$ cat src/sv/pbp_pkg.sv
package pbp_pkg;

  localparam int NUM_PROCS_DEF = 4;
  localparam int MAX_TASKS_DEF = 16;

  localparam int CAP_W = 7;
  localparam logic [CAP_W-1:0] FULL_CAP = 7'd100;

  localparam logic KIND_START = 1'b0;
  localparam logic KIND_PLACE = 1'b1;

  typedef enum logic [3:0] {
    ST_IDLE,
    ST_SCAN_RD,
    ST_SCAN_EV,
    ST_WHOLE,
    ST_LDI_RD,
    ST_LDI_EV,
    ST_J_RD,
    ST_J_EV,
    ST_WI,
    ST_V_RD,
    ST_V_EV
  } pbp_state_t;

endpackage

$ cat src/sv/pbp_cap_store.sv
module pbp_cap_store #(
  parameter int NUM_PROCS = pbp_pkg::NUM_PROCS_DEF,
  localparam int IW = $clog2(NUM_PROCS)
) (
  input  logic                     clk,
  input  logic                     rst,
  input  logic                     clear,
  input  logic [IW-1:0]            rd_addr,
  input  logic                     wr_en,
  input  logic [IW-1:0]            wr_addr,
  input  logic [pbp_pkg::CAP_W-1:0] wr_data,
  output logic [pbp_pkg::CAP_W-1:0] rd_data
);

  logic [pbp_pkg::CAP_W-1:0] mem [NUM_PROCS];
  logic [NUM_PROCS-1:0]      vld;
  logic [pbp_pkg::CAP_W-1:0] rdata_q;
  logic                      rvld_q;

  always_ff @(posedge clk) begin
    if (wr_en) begin
      mem[wr_addr] <= wr_data;
    end
    rdata_q <= mem[rd_addr];
    rvld_q  <= vld[rd_addr];
  end

  // an entry not written since the last clear reads as full capacity
  always_ff @(posedge clk) begin
    if (rst || clear) begin
      vld <= '0;
    end else if (wr_en) begin
      vld[wr_addr] <= 1'b1;
    end
  end

  assign rd_data = rvld_q ? rdata_q : pbp_pkg::FULL_CAP;

endmodule

$ cat src/sv/processor_bandwidth_partitioner_top.sv
// Processor bandwidth partitioner.
// Request channel (req_valid / req_stall) carries one word per item: kind,
// task_req, demand. A start word (kind 0) sets every processor back to full
// capacity in the cycle it is taken and gives no result. A place word runs a
// worst-fit scan over the processors and either gives the whole demand to one
// processor (one result word) or splits it over the processors ranked by an
// exchange sort (one result word per processor visited, last marks the end).
// Result channel (res_valid / res_stall) is a single output register; the
// next request is taken while the final result word still waits there.
// The capacity and ranking memories have one read port each, so every access
// step is a read state followed by an evaluate state. The scan steps through
// all N = NUM_PROCS processors; a whole placement then adds the ST_WHOLE state;
// a split adds the sort (each rank i loads, compares against every later rank j,
// then writes back) and one access step per processor visited. Receiver
// stalls add to this. While res_stall is high a pending result word holds and
// the sequencer waits on it; no word is lost. After rst all capacities read as
// 100, the output register is empty and the block is ready at once.
module processor_bandwidth_partitioner_top #(
  parameter int NUM_PROCS = pbp_pkg::NUM_PROCS_DEF,
  parameter int MAX_TASKS = pbp_pkg::MAX_TASKS_DEF,
  localparam int IW = $clog2(NUM_PROCS),
  localparam int TW = (MAX_TASKS > 1) ? $clog2(MAX_TASKS) : 1
) (
  input  logic                      clk,
  input  logic                      rst,
  input  logic                      req_valid,
  output logic                      req_stall,
  input  logic                      kind,
  input  logic [TW-1:0]             task_req,
  input  logic [pbp_pkg::CAP_W-1:0] demand,
  output logic                      res_valid,
  input  logic                      res_stall,
  output logic [TW-1:0]             task_out,
  output logic [IW-1:0]             proc,
  output logic [pbp_pkg::CAP_W-1:0] share,
  output logic                      was_split,
  output logic [pbp_pkg::CAP_W-1:0] unplaced,
  output logic                      last
);

  localparam int CW = pbp_pkg::CAP_W;
  localparam logic [IW-1:0] LAST_IDX = IW'(NUM_PROCS - 1);
  localparam logic [IW-1:0] LAST_I   = IW'(NUM_PROCS - 2);

  pbp_pkg::pbp_state_t state, state_next;

  // held item
  logic [TW-1:0] task_q;
  logic [CW-1:0] need;

  // counters: idx walks scan and visits, i and j walk the sort
  logic [IW-1:0] idx, si, sj;

  // worst-fit tracking
  logic          best_vld;
  logic [IW-1:0] best;
  logic [CW-1:0] best_left;
  logic [CW-1:0] best_cap;

  // ranking memory: capacity copy and processor number per rank
  logic [CW-1:0] srt_cap [NUM_PROCS];
  logic [IW-1:0] srt_ord [NUM_PROCS];
  logic [CW-1:0] srt_cap_q;
  logic [IW-1:0] srt_ord_q;
  logic [CW-1:0] held_cap;
  logic [IW-1:0] held_ord;

  logic [IW-1:0] srt_raddr;
  logic          srt_we;
  logic [IW-1:0] srt_waddr;
  logic [CW-1:0] srt_wcap;
  logic [IW-1:0] srt_word;

  // capacity store
  logic          cap_clear;
  logic          cap_we;
  logic [IW-1:0] cap_waddr;
  logic [CW-1:0] cap_wdata;
  logic [CW-1:0] cap_rd;

  logic          req_take;
  logic          out_free;
  logic          emit;
  logic signed [CW+1:0] left;
  logic          better;
  logic [CW-1:0] give;
  logic [CW-1:0] need_left;
  logic          v_done;

  pbp_cap_store #(
    .NUM_PROCS (NUM_PROCS)
  ) u_cap (
    .clk     (clk),
    .rst     (rst),
    .clear   (cap_clear),
    .rd_addr (idx),
    .wr_en   (cap_we),
    .wr_addr (cap_waddr),
    .wr_data (cap_wdata),
    .rd_data (cap_rd)
  );

  assign req_stall = (state != pbp_pkg::ST_IDLE);
  assign req_take  = req_valid && !req_stall;
  assign out_free  = !res_valid || !res_stall;

  // scan: leftover after the demand, kept only when strictly above the best so far
  assign left   = $signed({2'b00, cap_rd}) - $signed({2'b00, need});
  assign better = left > $signed({2'b00, best_left});

  // split visit
  assign give      = (srt_cap_q < need) ? srt_cap_q : need;
  assign need_left = need - give;
  assign v_done    = (need_left == '0) || (idx == LAST_IDX);

  always_comb begin
    state_next = state;
    cap_clear  = 1'b0;
    cap_we     = 1'b0;
    cap_waddr  = best;
    cap_wdata  = best_cap - need;
    srt_raddr  = idx;
    srt_we     = 1'b0;
    srt_waddr  = idx;
    srt_wcap   = cap_rd;
    srt_word   = idx;
    emit       = 1'b0;
    case (state)
      pbp_pkg::ST_IDLE: begin
        if (req_take) begin
          if (kind == pbp_pkg::KIND_START) begin
            cap_clear = 1'b1;
          end else begin
            state_next = pbp_pkg::ST_SCAN_RD;
          end
        end
      end
      pbp_pkg::ST_SCAN_RD: begin
        state_next = pbp_pkg::ST_SCAN_EV;
      end
      pbp_pkg::ST_SCAN_EV: begin
        srt_we = 1'b1;
        if (idx == LAST_IDX) begin
          state_next = (best_vld || better) ? pbp_pkg::ST_WHOLE : pbp_pkg::ST_LDI_RD;
        end else begin
          state_next = pbp_pkg::ST_SCAN_RD;
        end
      end
      pbp_pkg::ST_WHOLE: begin
        if (out_free) begin
          emit       = 1'b1;
          cap_we     = 1'b1;
          state_next = pbp_pkg::ST_IDLE;
        end
      end
      pbp_pkg::ST_LDI_RD: begin
        srt_raddr  = si;
        state_next = pbp_pkg::ST_LDI_EV;
      end
      pbp_pkg::ST_LDI_EV: begin
        state_next = pbp_pkg::ST_J_RD;
      end
      pbp_pkg::ST_J_RD: begin
        srt_raddr  = sj;
        state_next = pbp_pkg::ST_J_EV;
      end
      pbp_pkg::ST_J_EV: begin
        // exchange: the held entry drops to rank j, the larger one is held
        srt_raddr = sj;
        srt_waddr = sj;
        srt_wcap  = held_cap;
        srt_word  = held_ord;
        srt_we    = (held_cap < srt_cap_q);
        state_next = (sj == LAST_IDX) ? pbp_pkg::ST_WI : pbp_pkg::ST_J_RD;
      end
      pbp_pkg::ST_WI: begin
        srt_we    = 1'b1;
        srt_waddr = si;
        srt_wcap  = held_cap;
        srt_word  = held_ord;
        state_next = (si == LAST_I) ? pbp_pkg::ST_V_RD : pbp_pkg::ST_LDI_RD;
      end
      pbp_pkg::ST_V_RD: begin
        state_next = pbp_pkg::ST_V_EV;
      end
      pbp_pkg::ST_V_EV: begin
        // hold the read address so the ranked entry stays while the output waits
        if (out_free) begin
          emit       = 1'b1;
          cap_we     = 1'b1;
          cap_waddr  = srt_ord_q;
          cap_wdata  = srt_cap_q - give;
          state_next = v_done ? pbp_pkg::ST_IDLE : pbp_pkg::ST_V_RD;
        end
      end
      default: begin
        state_next = pbp_pkg::ST_IDLE;
      end
    endcase
  end

  always_ff @(posedge clk) begin
    if (rst) begin
      state <= pbp_pkg::ST_IDLE;
    end else begin
      state <= state_next;
    end
  end

  // ranking memory
  always_ff @(posedge clk) begin
    if (srt_we) begin
      srt_cap[srt_waddr] <= srt_wcap;
      srt_ord[srt_waddr] <= srt_word;
    end
    srt_cap_q <= srt_cap[srt_raddr];
    srt_ord_q <= srt_ord[srt_raddr];
  end

  // sequencer datapath
  always_ff @(posedge clk) begin
    case (state)
      pbp_pkg::ST_IDLE: begin
        task_q    <= task_req;
        need      <= demand;
        idx       <= '0;
        si        <= '0;
        best_vld  <= 1'b0;
        best      <= '0;
        best_left <= '0;
        best_cap  <= '0;
      end
      pbp_pkg::ST_SCAN_EV: begin
        if (better) begin
          best_vld  <= 1'b1;
          best      <= idx;
          best_left <= left[CW-1:0];
          best_cap  <= cap_rd;
        end
        if (idx == LAST_IDX) begin
          idx <= '0;
        end else begin
          idx <= idx + 1'b1;
        end
      end
      pbp_pkg::ST_LDI_EV: begin
        held_cap <= srt_cap_q;
        held_ord <= srt_ord_q;
        sj       <= si + 1'b1;
      end
      pbp_pkg::ST_J_EV: begin
        if (held_cap < srt_cap_q) begin
          held_cap <= srt_cap_q;
          held_ord <= srt_ord_q;
        end
        if (sj != LAST_IDX) begin
          sj <= sj + 1'b1;
        end
      end
      pbp_pkg::ST_WI: begin
        si <= si + 1'b1;
      end
      pbp_pkg::ST_V_EV: begin
        if (out_free) begin
          need <= need_left;
          idx  <= idx + 1'b1;
        end
      end
      default: begin
      end
    endcase
  end

  // result register
  always_ff @(posedge clk) begin
    if (rst) begin
      res_valid <= 1'b0;
    end else if (emit) begin
      res_valid <= 1'b1;
    end else if (!res_stall) begin
      res_valid <= 1'b0;
    end
  end

  always_ff @(posedge clk) begin
    if (emit) begin
      task_out <= task_q;
      if (state == pbp_pkg::ST_WHOLE) begin
        proc      <= best;
        share     <= need;
        was_split <= 1'b0;
        unplaced  <= '0;
        last      <= 1'b1;
      end else begin
        proc      <= srt_ord_q;
        share     <= give;
        was_split <= 1'b1;
        unplaced  <= v_done ? need_left : '0;
        last      <= v_done;
      end
    end
  end

endmodule
$ cat config.mk
export PLATFORM = sky130hd
export DESIGN_NAME = processor_bandwidth_partitioner_top
export DESIGN_NICKNAME = d
export VERILOG_FILES = /design/src/sv/pbp_pkg.sv /design/src/sv/pbp_cap_store.sv /design/src/sv/processor_bandwidth_partitioner_top.sv
export SDC_FILE = /design/constraint.sdc
export NUM_CORES = 1
export LEC_CHECK = 0
export BUFFER_PORTS_ARGS = -buffer_cell sky130_fd_sc_hd__buf_2
export CORE_AREA = 4 4 130 256
export CTS_CLUSTER_SIZE = 24
export DETAILED_ROUTE_END_ITERATION = 6
export DIE_AREA = 0 0 134 260
export GPL_TIMING_DRIVEN = 0
export HOLD_SLACK_MARGIN = 0.12
export SLEW_MARGIN = 20
export SYNTH_ARGS = -nofsm -noshare
export SYNTH_HDL_FRONTEND = slang
export SYNTH_SLANG_ARGS = --single-unit
$ cat constraint.sdc
create_clock -name clk -period 5.2 [get_ports clk]
set_clock_uncertainty 0.15 [all_clocks]
set_input_delay 1.3 -clock clk [delete_from_list [all_inputs] [get_ports clk]]
set_output_delay 1.3 -clock clk [all_outputs]
set_load 0.05 [all_outputs]
# Yosys cells after proc, flatten, opt, wreduce, memory -nomap -nowiden
# Memory sizes are Yosys's and may differ from the RTL's. A register that Yosys moved wholly into a read port is not among the register bits.
# Cells that the tools add are included.
totals:
  reg_bits: 75
  mem_bits_rw: 64
  input_bits: 16
  output_inout_bits: 24
  elab_cells: 148
  n_memories: 3
memory_table:
  columns: ["memory", "words", "width", "rd", "rd_clocked_by_memory_dff", "wr", "line", "source"]
  rows:
  - ["srt_cap", 4, 7, 1, 1, 1, "processor_bandwidth_partitioner_top.sv:61", "logic [CW-1:0] srt_cap [NUM_PROCS];"]
  - ["u_cap.mem", 4, 7, 1, 1, 1, "pbp_cap_store.sv:15", "logic [pbp_pkg::CAP_W-1:0] mem [NUM_PROCS];"]
  - ["srt_ord", 4, 2, 1, 1, 1, "processor_bandwidth_partitioner_top.sv:62", "logic [IW-1:0] srt_ord [NUM_PROCS];"]
classes:
  add_sub_neg: 7
  magnitude_cmp: 6
  n_eq_ne: 22
  mux: 59
  bitwise: 2
  reduce_logical: 28
op_table:
  columns: ["op", "n"]
  rows:
  - ["$mux 7", 10]
  - ["$pmux 7 s2", 4]
  - ["$pmux 4 s11", 1]
  - ["$mux 4", 7]
  - ["$pmux 2 s2", 6]
  - ["$sub 7x7->7", 3]
  - ["$mux 2", 9]
  - ["$eq 4x3->1 const B", 4]
  - ["$ne 2x2->1 const B", 8]
  - ["$mux 1", 15]
  - ["$lt 7x7->1", 2]
  - ["$eq 4x4->1 const B", 3]
  - ["$reduce_and 2->1", 5]
  - ["$reduce_or 2->1", 5]
  - ["$eq 4x2->1 const B", 2]
  - ["$gt 8x8->1", 1]
  - ["$reduce_bool 2->1", 4]
  - ["$sub 7x7->8", 1]
  - ["$logic_not 7->1", 1]
  - ["$add 2x1->2 const B", 3]
  - ["$eq 2x2->1 const B", 3]
  - ["$lt 2x3->1 const B", 2]
  - ["$mux 3", 2]
  - ["$pmux 2 s3", 1]
  - ["other kinds (15)", 22]

# Longest topological paths before layout
# Gate-level depths: netlist of run 1.
logic_depth:
  ltp_word: 9
  ltp_mapped: 15
  ltp_nobuf: 15

# Cells and area by module
# From an unflattened synthesis of run 1, not the netlist that was laid out.
hier_totals:
  cells_unflattened: 650
  area_unflattened_um2: 7808.7
by_module_without_submodules:
  columns: ["mod", "n_inst", "cells_each", "area_per_inst_um2", "seq_area_each_um2"]
  rows:
  - ["processor_bandwidth_partitioner_top", 1, 584, 6422.4, 3313.2]
  - ["pbp_cap_store", 1, 66, 1386.3, 1081.0]

# Worst setup path after synthesis of run 1
# No wires, ideal clock.
synth_timing:
  kind: "register -> register"
  start: "register need[1]"
  end: "register best[0] (enable)"
  setup_ns: 0.397
  arrival_time_ns: 3.491
  required_ns: 4.653
  setup_slack_ns: 1.162
  stages_incl_launch_ff: 14
  n_path_buf: 0
  period_less_slack_ns: 4.038
  path_cell_list: "edfxtp_1 > inv_1 > ha_1 > nor2b_1 > o31a_1 > o21a_1 > nor2_1 > xnor2_1 > ha_1 > nand4_1 > a21oi_1 > o31ai_1 > a221o_1 > a21oi_1"
synth_via:
  elab_chain_cells: 4
synth_lines:
  columns: ["element", "line", "source"]
  rows:
  - ["from (decl)", "processor_bandwidth_partitioner_top.sv:49", "logic [CW-1:0] need;"]
  - ["from (signal assigned)", "processor_bandwidth_partitioner_top.sv:225", "need <= demand;"]
  - ["from (signal assigned)", "processor_bandwidth_partitioner_top.sv:265", "need <= need_left;"]
  - ["$sub 7x7->8", "processor_bandwidth_partitioner_top.sv:108", "assign left = $signed({2'b00, cap_rd}) - $signed({2'b00, need});"]
  - ["named net left[5]", "processor_bandwidth_partitioner_top.sv:84", "logic signed [CW+1:0] left;"]
  - ["$gt 8x8->1", "processor_bandwidth_partitioner_top.sv:109", "assign better = left > $signed({2'b00, best_left});"]
  - ["$ne 2x2->1 (no source line)", null, null]
  - ["$reduce_and 2->1 (no source line)", null, null]
  - ["to (signal assigned)", "processor_bandwidth_partitioner_top.sv:236", "best <= idx;"]
  - ["to (decl)", "processor_bandwidth_partitioner_top.sv:56", "logic [IW-1:0] best;"]
# The timed path passes the listed nets, and every way through them passes these cells.
# A chain may end at the register's enable or synchronous reset.

# Final worst setup path of run 1
layout_timing:
  start: "register need[1]"
  end: "register unplaced[3] (netlist name) (data pin)"
layout_via:
  elab_chain_cells: 7
layout_lines:
  columns: ["element", "line", "source"]
  rows:
  - ["$lt 7x7->1", "processor_bandwidth_partitioner_top.sv:112", "assign give = (srt_cap_q < need) ? srt_cap_q : need;"]
  - ["$mux 7", "processor_bandwidth_partitioner_top.sv:112", null]
  - ["$sub 7x7->7 *", "processor_bandwidth_partitioner_top.sv:113", "assign need_left = need - give;"]
  - ["$logic_not 7->1", "processor_bandwidth_partitioner_top.sv:114", "assign v_done = (need_left == '0) || (idx == LAST_IDX);"]
  - ["$logic_or 1x1->1", "processor_bandwidth_partitioner_top.sv:114", null]
  - ["$not 1->1 (no source line)", null, null]
  - ["$reduce_or 2->1 (no source line)", null, null]
  - ["to (signal assigned)", "processor_bandwidth_partitioner_top.sv:298", "unplaced <= v_done ? need_left : '0;"]
  - ["to (decl)", "processor_bandwidth_partitioner_top.sv:37", "output logic [pbp_pkg::CAP_W-1:0] unplaced,"]
# Mark *: on every way between the ends. The rest lies on a longest branch, timed or not.

==> impl_metrics.py, run 1 <==
metrics = {
    "synthesis": {
        "async_reset_ff_share_pct": 0,
        "synth_nets": 703,
        "yosys.area.top_type": "edfxtp_1",
        "synth_fa_ha_area_share_pct": 8.64,
        "synth_xor_area_share_pct": 2.27,
        "synth_top_cell_area_share_pct": 50.1,
        "netlist_top_cells_count": "edfxtp_1, nand2_1, ha_1, nor2_1",
        "ys_warn_count": 0,
        "synth-simple-area-share_pct": 11.2,
        "ys.flop_type": "edfxtp_1",
        "yosysMostFrequentCell": "edfxtp_1",
        "yosysUniqueCellTypes": 64,
        "synth-seq-cells": 155,
        "netlist_area_sq_mm": 0.00773,
        "netlist_top_cells_area": "edfxtp_1, ha_1, dfxtp_1, mux2i_1, nand2_1",
        "synth_compound_area_share_pct": 10.3,
        "synth_top_family_by_area": "simple AND/OR/NAND/NOR gates",
        "synth.avg_cell_area_sq_um": 12.2,
        "synth_mux_area_share_pct": 6.89,
        "ys_seq_area_share_pct": 56.8,
        "synth_edf_count": 129,
        "syn_inst": 636,
    },
    "global_route": {
        "overflow": 0,
        "grt_first_pass_wirelength_mm": 30.2,
        "grt_usage_pct": 11.9,
        "grt_antenna_before_repair": 0,
        "grt_pass1_vias": 5374,
        "grt_max_degree": 20,
    },
    "sta": {
        "slew_headroom_pct": 39.6,
        "finalHoldViolations": 0,
        "period_minus_slack_ns": 4.97,
        "fmaxAchievable_mhz": 201,
        "tightest_slew_ns": 0.906,
        "rsz0062_at_grt": "false",
        "slew_violations": 0,
        "setup_tns_ns": 0,
        "timing.final.crit_share_pct": 95.5,
        "setup_violations": 0,
    },
    "place": {
        "dpl.hpwl_mm": 16.1,
        "io_buffers": 39,
        "gp_congestion": 0.877,
        "place_inst": 1102,
    },
    "detailed_routing": {
        "first_pass_iters": 6,
        "drtIter0Drc": 286,
        "wl_per_cell_um": 17.9,
        "ant_nets": 0,
        "routed_wl_mm": 20.3,
        "drt-vias-per-instance": 4.51,
        "route.detailed.drc": 0,
        "routed-via-count": 5114,
    },
    "setup_path": {
        "critPathRequiredTime_ns": 5.33,
        "worstReg2RegEnd": "unplaced[3]$_SDFFCE_PP0P_",
        "r2r_cells": 14,
        "cp.buffers_inverters": 2,
        "reg2reg_slack_ns": 0.23,
        "crit_chain": "inv_1 > ha_1 > nand2_1 > o21ai_1 > a21oi_1 > buf_2 > a21oi_1 > fa_1 > a211oi_2 > o31ai_1 > a21oi_1 > xnor2_1 > a31oi_2 > nor3_2",
        "start_kind": "flip-flop",
        "crit_path_max_incr_delay_ns": 0.74,
        "crit_type": "flip-flop to flip-flop",
        "cp_top_family": "compound AO/OA/AOI/OAI gates",
        "cp_max_fo": 10,
        "reg2reg_from": "need[1]$_DFFE_PP_",
        "crit_top_cell": "a21oi_1",
        "slowest_stage": "a21oi_1",
        "arrival_ns": 5.09,
        "end_kind": "flip-flop",
        "startpoint": "need[1]$_DFFE_PP_",
    },
    "clocking": {
        "hold_buffers": 0,
        "post-cts-setup-buffers": 0,
        "root_buffer": "clkbuf_16",
        "numCtsBuffers": 17,
        "h-tree-depth": 4,
        "cts_sinks": 155,
        "post_cts_resized": 0,
        "clk_latency_ns": 0.44,
        "path_clk_slew_ns": 0.06,
        "cts_tree": "done",
        "cts_buffer_depth": 2,
    },
    "floorplan": {
        "core_sq_mm": 0.0314,
        "row_count": 92,
        "io_pins": 40,
        "die-height_um": 260,
        "initial_core_util_pct": 24.6,
        "dieArea_sq_mm": 0.0348,
        "die_w_um": 134,
    },
    "finish": {
        "syn_to_final_growth_pct": 18.3,
        "drive_gt1_share_pct": 17.4,
        "nets": 765,
        "n_antenna_cell": 0,
        "fin_cells": 1134,
    },
    "min_path": {
        "min_path_type": "flip-flop to flip-flop",
        "min_path_cells": 0,
        "hp-start": "task_q[0]$_DFFE_PP_",
        "hold_path_end": "task_out[0]$_DFFE_PP_",
    },
    "job": {
        "max-cap-violations": 0,
    },
    "status": {
        "outcome": "completed",
    },
    "power": {
        "power.leakage_nw": 3.49,
        "power_density_mw_per_mm2": 511,
        "vdd.ir_drop.worst_v": 0.000193,
    },
}
==> cell usage in the layout, fill, tap and decap left out, types with 5 or more instances in the layout <==
cell type	netlist	final
a21o_1	5	5
a21oi_1	42	40
and2_1	15	15
buf_2	9	48
buf_4	4	6
clkbuf_1	5	5
clkbuf_16	0	17
dfxtp_1	26	26
edfxtp_1	129	129
ha_1	47	47
inv_1	42	42
inv_6	0	6
mux2i_1	33	33
mux4_2	8	8
nand2_1	59	59
nand2b_1	7	7
nand3_1	8	8
nor2_1	47	47
nor2b_1	12	12
nor3_2	3	7
o21a_1	9	9
o21ai_0	23	23
xnor2_1	14	14
xor2_1	6	6
==> per-layer routing <==
layer	part of all wire, %	wire [um]	up-vias	global-route usage [%]
met4	9.2	1870	0	11.7
met2	58	11900	109	23.9
met5	0	0	-	0
met1	30	6100	2507	8.99
met3	2.3	476	53	1.92
li1	-	-	2445	-
==> final cells by class <==
type | instances | area [sq um]
Timing Repair Buffer | 43 | 249
Tap cell | 423 | 529
Clock inverter | 15 | 175
Buffer | 22 | 125
Fill cell | 3186 | 22300
Clock buffer | 17 | 425
Multi-Input combinational cell | 414 | 3080
Sequential cell | 155 | 4390
Inverter | 45 | 169
==> through the flow <==
step	cell area, sq um	hold slack (ns)	setup slack, ns	total power [W]	util (%)
floorplan	7730	0.250	1.16	0.00288	-
global placement	8460	0.252	0.0375	0.00336	26.9
detailed placement	8540	0.255	0.243	0.00342	27.2
CTS	9150	0.270	0.206	0.00470	29.1
global route	9150	0.276	0.00604	0.00493	29.1
finish	9150	0.268	0.235	0.00468	29.1
==> report_power, final <==
| part | switching (W) | leakage [nW] | internal (W) | total [W] |
|---|---|---|---|---|
| Sequential | 0.0000940 | 1.43 | 0.00157 | 0.00167 |
| Clock | 0.000545 | 0.291 | 0.000725 | 0.00127 |
| Combinational | 0.00110 | 1.76 | 0.000641 | 0.00174 |
| Total | 0.00174 | 3.49 | 0.00294 | 0.00468 |
==> logic make-up after synthesis <==
logic type                 Yosys count
AOI/OAI and AO/OA                  123
xor gates and xnor gates            20
adders and majority gates           51
buffers and inverters               67
DFF                                155
muxes                               43
and+or+nand+nor                    177
==> state kept, by name, indices dropped and copies added (netlist names), 2 cells and up <==
register / cells
u_cap.vld: 4
need: 7
si: 2
sj: 2
proc: 2
share: 7
best_cap: 7
srt_cap: 28
srt_ord_q: 2
state: 4
srt_cap_q: 7
best_left: 7
u_cap.rdata_q: 7
task_q: 4
u_cap.mem: 28
unplaced: 7
best: 2
held_cap: 7
idx: 2
srt_ord: 8
task_out: 4
held_ord: 2
==> worst max-delay path by stage <==
stage	to	slack (ns)	depth (start not counted)
detailed placement	unplaced[3]$_SDFFCE_PP0P_	0.24	14
global placement	best_left[4]$_SDFFCE_PN0P_	0.04	13
finish	unplaced[3]$_SDFFCE_PP0P_	0.23	14
CTS	unplaced[3]$_SDFFCE_PP0P_	0.21	14
global route	u_cap.mem[2][6]$_DFFE_PP_	0.006	15
floorplan	best[0]$_SDFFCE_PN0P_	1.16	13
Power figures use the tool's default switching activity.
==> inputs of run 2 (changes only) <==
Clock period 5.2 ns to 4.9 ns, I/O delays scaled along.
==> run 2 against run 1 <==
Via count is the same. Non-clock buffer count is the same. Critical path type unchanged. Final cell count is the same.
==> impl_metrics.py, run 2 (synthesized netlist as in run 1, its figures left out) <==
metrics = {
    "status": {
        "outcome": "completed",
    },
    "job": {
        "max-cap-violations": 0,
    },
    "detailed_routing": {
        "first_pass_iters": 4,
        "ant_nets": 0,
        "routed_wl_mm": 20.3,
        "drtIter0Drc": 240,
        "routed-via-count": 5114,
        "drt-vias-per-instance": 4.51,
        "wl_per_cell_um": 17.9,
        "route.detailed.drc": 0,
    },
    "finish": {
        "multi_input_area_sq_mm": 0.00310,
        "reg_top3": "srt_cap: 28 flops, u_cap.mem: 28 flops, srt_ord: 8 flops",
        "nets": 765,
        "area.sequential_sq_mm": 0.00439,
        "n_antenna_cell": 0,
        "drive_gt1_share_pct": 18.3,
        "final_cell_mix": "edfxtp_1, nand2_1, buf_2, nor2_1, ha_1",
        "syn_to_final_growth_pct": 18.6,
        "fillers": 3185,
        "final_common_cell": "edfxtp_1",
    },
    "sta": {
        "fmaxAchievable_mhz": 216,
        "slew_violations": 0,
        "whs_ns": 0.269,
        "slew_headroom_pct": 41.0,
        "rsz0062_at_grt": "false",
        "setup_violations": 0,
        "fin_ws_ns": 0.264,
        "finalHoldViolations": 0,
        "timing.final.crit_share_pct": 94.6,
        "tightest_slew_ns": 0.882,
        "period_minus_slack_ns": 4.64,
    },
    "floorplan": {
        "initial_core_util_pct": 24.6,
        "dieArea_sq_mm": 0.0348,
        "core_sq_mm": 0.0314,
        "row_count": 92,
        "die_w_um": 134,
        "io_pins": 40,
        "die-height_um": 260,
    },
    "setup_path": {
        "reg2reg_from": "need[1]$_DFFE_PP_",
        "startpoint": "need[1]$_DFFE_PP_",
        "arrival_ns": 4.67,
        "crit_chain": "inv_1 > ha_1 > nand2_1 > o21ai_1 > a21oi_2 > mux2i_2 > ha_1 > inv_1 > fa_1 > a211oi_2 > o31ai_1 > a21oi_1 > xnor2_1 > a31oi_2 > nor2_1",
        "cp_top_family": "compound AO/OA/AOI/OAI gates",
        "crit_path_max_incr_delay_ns": 0.61,
        "crit_type": "flip-flop to flip-flop",
        "start_kind": "flip-flop",
        "critPathRequiredTime_ns": 4.93,
        "end_kind": "flip-flop",
        "slowest_stage": "edfxtp_1",
        "cp.buffers_inverters": 2,
        "cp_max_fo": 5,
    },
    "power": {
        "power_density_mw_per_mm2": 543,
        "power.leakage_nw": 3.49,
        "power_w": 0.00498,
        "vdd.ir_drop.worst_v": 0.000205,
    },
    "global_route": {
        "overflow": 0,
        "grt_first_pass_wirelength_mm": 30.2,
        "grt_max_degree": 20,
        "grt_antenna_before_repair": 0,
        "grt_usage_pct": 11.9,
        "grt_pass1_vias": 5374,
    },
    "clocking": {
        "clk_latency_ns": 0.44,
        "post_cts_resized": 1,
        "cts_tree": "done",
        "cts_sinks": 155,
        "numCtsBuffers": 17,
        "hold_buffers": 0,
        "cts_buffer_depth": 2,
        "path_clk_slew_ns": 0.06,
        "root_buffer": "clkbuf_16",
        "h-tree-depth": 4,
        "post-cts-setup-buffers": 0,
    },
    "place": {
        "io_buffers": 39,
        "dp_slack_ns": -0.0574,
        "dpl.hpwl_mm": 16.1,
        "gp_congestion": 0.877,
    },
    "min_path": {
        "hp-start": "task_q[0]$_DFFE_PP_",
        "min_path_type": "flip-flop to flip-flop",
    },
}
run 2: cell counts in the layout (fill, tap and decap cells not counted):
Identical to the previous run, type by type.
run 2: area by class of cell:
class | instances | share of cell area [%]
flip-flops and latches | 155 | 47.9
multi-input cells | 414 | 33.8
well taps | 423 | 5.77
clock buffers | 17 | 4.64
repair buffers | 43 | 2.72
clock inverters | 15 | 1.91
inverters | 45 | 1.84
plain buffers | 22 | 1.36
run 2: path summary, 6_finish.rpt:
path,slack (ns),endpoint,cells past startpoint
worst max-delay path,0.26,unplaced[1]$_SDFFCE_PP0P_,15
worst min-delay path,0.27,task_out[0]$_DFFE_PP_,0
worst max register to register,0.26,unplaced[1]$_SDFFCE_PP0P_,15
worst min register to register,0.27,task_out[0]$_DFFE_PP_,0
run 2: layer usage:
layer	up-vias	routed length, um	GRT usage [%]
li1	2445	-	-
met1	2508	6110	8.99
met4	0	1900	11.7
met3	51	433	1.92
met5	-	0	0
met2	110	11900	23.9
run 2: power by group:
group          total (W)  internal [W]  switching (W)
registers        0.00177       0.00167       0.000100
clock network    0.00135      0.000769       0.000578
logic            0.00186      0.000692        0.00117
run 2: stage by stage:
stage,utilization (%),TNS [ns],std cells,area [sq um]
after global routing,29.2,0,1134,9170
after global placement,26.9,-4.51,1098,8460
final,29.2,0,1134,9170
after detailed placement,27.2,-0.188,1102,8540
after CTS,29.1,0,1134,9150
after floorplan,-,0,636,7730
run 2: worst register-to-register path, stage by stage, from the launching register on:
cell,delay [ns]
edfxtp_1,0.61
inv_1,0.24
ha_1,0.34
nand2_1,0.05
o21ai_1,0.40
a21oi_2,0.20
mux2i_2,0.43
ha_1,0.25
inv_1,0.06
fa_1,0.42
a211oi_2,0.24
o31ai_1,0.11
a21oi_1,0.19
xnor2_1,0.19
a31oi_2,0.41
nor2_1,0.10
==> inputs of run 3 (changes only) <==
Settings changed: ABC_AREA set to 1, CORE_AREA 4 4 130 256 to 4 4 129 255, CTS_CLUSTER_SIZE 24 to 28, DIE_AREA 0 0 134 260 to 0 0 133 259.
==> run 3 against run 2 <==
Global-route usage down 0.48 points. Clock power decreased by 4%. Sequential share of layout area is 0.93 points higher. Maximum frequency is 2.5% higher. Sequential power decreased by 7%. Sequential cell count did not move. Via count rose by 4.6%. Combinational power shrank 40%. Register-to-register slack improved by 0.11 ns. Non-clock buffer count decreased by 11. Critical path depth is 3 higher. Design area shrank 1.9%. Largest power group is now registers.
==> impl_metrics.py, run 3 <==
metrics = {
    "status": {
        "outcome": "completed",
    },
    "finish": {
        "drive_gt1_share_pct": 12.6,
        "n_antenna_cell": 0,
        "fin_util_pct": 29.1,
        "fillers": 3197,
        "final_common_cell": "nand2_1",
        "final_cell_mix": "nand2_1, edfxtp_1, inv_1, nor2_1, o21ai_0",
        "reg_top3": "srt_cap: 28 flops, u_cap.mem: 28 flops, srt_ord: 8 flops",
        "syn_to_final_growth_pct": 17.4,
        "fin_area_sq_mm": 0.00899,
        "nets": 881,
    },
    "setup_path": {
        "start_kind": "flip-flop",
        "arrival_ns": 4.48,
        "startpoint": "need[4]$_DFFE_PP_",
        "reg2reg_slack_ns": 0.38,
        "crit_end": "u_cap.mem[1][5]$_DFFE_PP_",
        "cp_max_fo": 10,
        "critPathRequiredTime_ns": 4.85,
        "r2r_cells": 18,
        "reg2reg_from": "need[4]$_DFFE_PP_",
        "end_kind": "flip-flop",
        "crit_type": "flip-flop to flip-flop",
        "worstReg2RegEnd": "u_cap.mem[1][5]$_DFFE_PP_",
    },
    "power": {
        "vdd.ir_drop.worst_v": 0.000202,
        "power_density_mw_per_mm2": 453,
        "power_w": 0.00407,
        "power.leakage_nw": 3.66,
    },
    "sta": {
        "tightest_slew_ns": 0.981,
        "slew_violations": 0,
        "fmaxAchievable_mhz": 221,
        "period_minus_slack_ns": 4.52,
        "setup_tns_ns": 0,
        "slew_headroom_pct": 34.4,
        "rsz0062_at_grt": "false",
        "timing.final.crit_share_pct": 92.3,
        "setup_violations": 0,
        "whs_ns": 0.273,
        "finalHoldViolations": 0,
    },
    "floorplan": {
        "dieArea_sq_mm": 0.0344,
        "row_count": 91,
        "io_pins": 40,
        "die-height_um": 259,
        "core_sq_mm": 0.0309,
        "initial_core_util_pct": 24.8,
        "die_w_um": 133,
    },
    "synthesis": {
        "syn_inst": 755,
        "netlist_top_cells_count": "nand2_1, edfxtp_1, inv_1",
        "ys_warn_count": 0,
        "yosys.area.top_type": "edfxtp_1",
        "synth_top_cell_area_share_pct": 50.6,
        "synth.avg_cell_area_sq_um": 10.1,
        "synth_edf_count": 129,
        "ys_seq_area_share_pct": 57.4,
        "synth_nets": 822,
        "yosysUniqueCellTypes": 50,
        "yosysMostFrequentCell": "nand2_1",
        "synth-seq-cells": 155,
        "ys.flop_type": "edfxtp_1",
        "netlist_top_cells_area": "edfxtp_1, ha_1, dfxtp_1, nand2_1, inv_1",
        "async_reset_ff_share_pct": 0,
        "netlist_area_sq_mm": 0.00766,
    },
    "place": {
        "gp_congestion": 0.838,
        "dpl.hpwl_mm": 15.1,
        "io_buffers": 39,
        "placed_area_sq_mm": 0.00839,
    },
    "detailed_routing": {
        "drtIter0Drc": 300,
        "ant_nets": 0,
        "route.detailed.drc": 0,
        "wl_per_cell_um": 15.3,
        "routed_wl_mm": 19.0,
        "drt-vias-per-instance": 4.30,
        "routed-via-count": 5349,
        "first_pass_iters": 4,
    },
    "global_route": {
        "grt_antenna_before_repair": 1,
        "grt_usage_pct": 11.4,
        "grt_first_pass_wirelength_mm": 29.3,
        "grt_pass1_vias": 5414,
        "overflow": 0,
        "grt_max_degree": 23,
    },
    "clocking": {
        "cts_sinks": 155,
        "numCtsBuffers": 17,
        "cts_buffer_depth": 2,
        "post-cts-setup-buffers": 0,
        "h-tree-depth": 4,
        "clk_latency_ns": 0.45,
        "cts_tree": "done",
        "root_buffer": "clkbuf_16",
        "path_clk_slew_ns": 0.07,
        "hold_buffers": 0,
    },
    "job": {
        "max-cap-violations": 0,
    },
    "min_path": {
        "min_path_type": "flip-flop to flip-flop",
    },
}
## run 3: changes by cell type after synthesis, moves of 11 or more
cell and delta:
nand2_1 +76, nor2_1 +45, nand3_1 +12, nor2b_1 -12
and2_1 -14, inv_1 +55, o21ai_0 +42, mux2i_1 -31
xnor2_1 -11
## run 3: metal layers
| layer | vias to the layer above | GRT usage [%] | part of all wire, % |
|---|---|---|---|
| li1 | 2695 | - | - |
| met3 | 47 | 2.50 | 2.5 |
| met5 | - | 0 | 0.11 |
| met2 | 91 | 23.5 | 60 |
| met1 | 2514 | 9.45 | 33 |
| met4 | 2 | 7.02 | 5.0 |
## run 3: worst min path at each step
stage                                   start                    end  slack (ns)  cells past startpoint
after global placement    task_q[1]$_DFFE_PP_  task_out[1]$_DFFE_PP_        0.25                      0
final                     task_q[0]$_DFFE_PP_  task_out[0]$_DFFE_PP_        0.27                      0
after floorplan           task_q[0]$_DFFE_PP_  task_out[0]$_DFFE_PP_        0.25                      0
after detailed placement  task_q[0]$_DFFE_PP_  task_out[0]$_DFFE_PP_        0.26                      0
after global routing      task_q[0]$_DFFE_PP_  task_out[0]$_DFFE_PP_        0.30                      0
after CTS                 task_q[0]$_DFFE_PP_  task_out[0]$_DFFE_PP_        0.28                      0
## run 3: through the flow
stage | std cells | worst slack (ns)
after global routing | 1245 | 0.0818
after CTS | 1245 | 0.0820
final | 1245 | 0.375
after floorplan | 755 | 0.884
after detailed placement | 1213 | 0.0942
after global placement | 1212 | -0.300
## run 3: logic make-up after synthesis
family	after synthesis	synth area share [%]
flops	155	57.4
fa+ha+maj	51	8.72
simple gates	273	15.2
mux	2	0.261
compound gates	140	10.6
xor+xnor	14	1.60
buf+inv	120	6.22
## run 3: critical path, cell delays in order (launching register included)
cell and delay [ns]:
edfxtp_1 0.45, inv_1 0.23, ha_1 0.29, nand2_1 0.06, nand2_1 0.05, a21oi_1 0.25, nand2_1 0.17, clkbuf_1 0.22
o21ai_0 0.55, ha_1 0.40, nand2_1 0.08, nor2_1 0.04, a211oi_1 0.25, nor2_1 0.10, o21ai_0 0.19, nand2_1 0.09
or2_2 0.28, nand3_1 0.07, o21ai_0 0.26
## run 3: repair_timing
action                                  in CTS  in global routing
gates resized for setup                      0                  2
endpoints found under the setup margin       0                  4
hold endpoints to repair                     0                  0
## run 3: power breakdown
group          total [W]  switching (W)  internal (W)
Sequential       0.00164      0.0000648       0.00158
Combinational    0.00112       0.000747      0.000377
Clock            0.00130       0.000616      0.000688
## run 3: cell type report
cell class / count / area, sq um / share of cell area, %
Timing Repair Buffer: 40 / 206 / 2.30
Clock inverter: 15 / 176 / 1.96
Clock buffer: 17 / 425 / 4.73
Sequential cell: 155 / 4390 / 48.9
Inverter: 106 / 403 / 4.48
Multi-Input combinational cell: 480 / 2790 / 31.0
Buffer: 14 / 73.8 / 0.821
Tap cell: 418 / 523 / 5.82
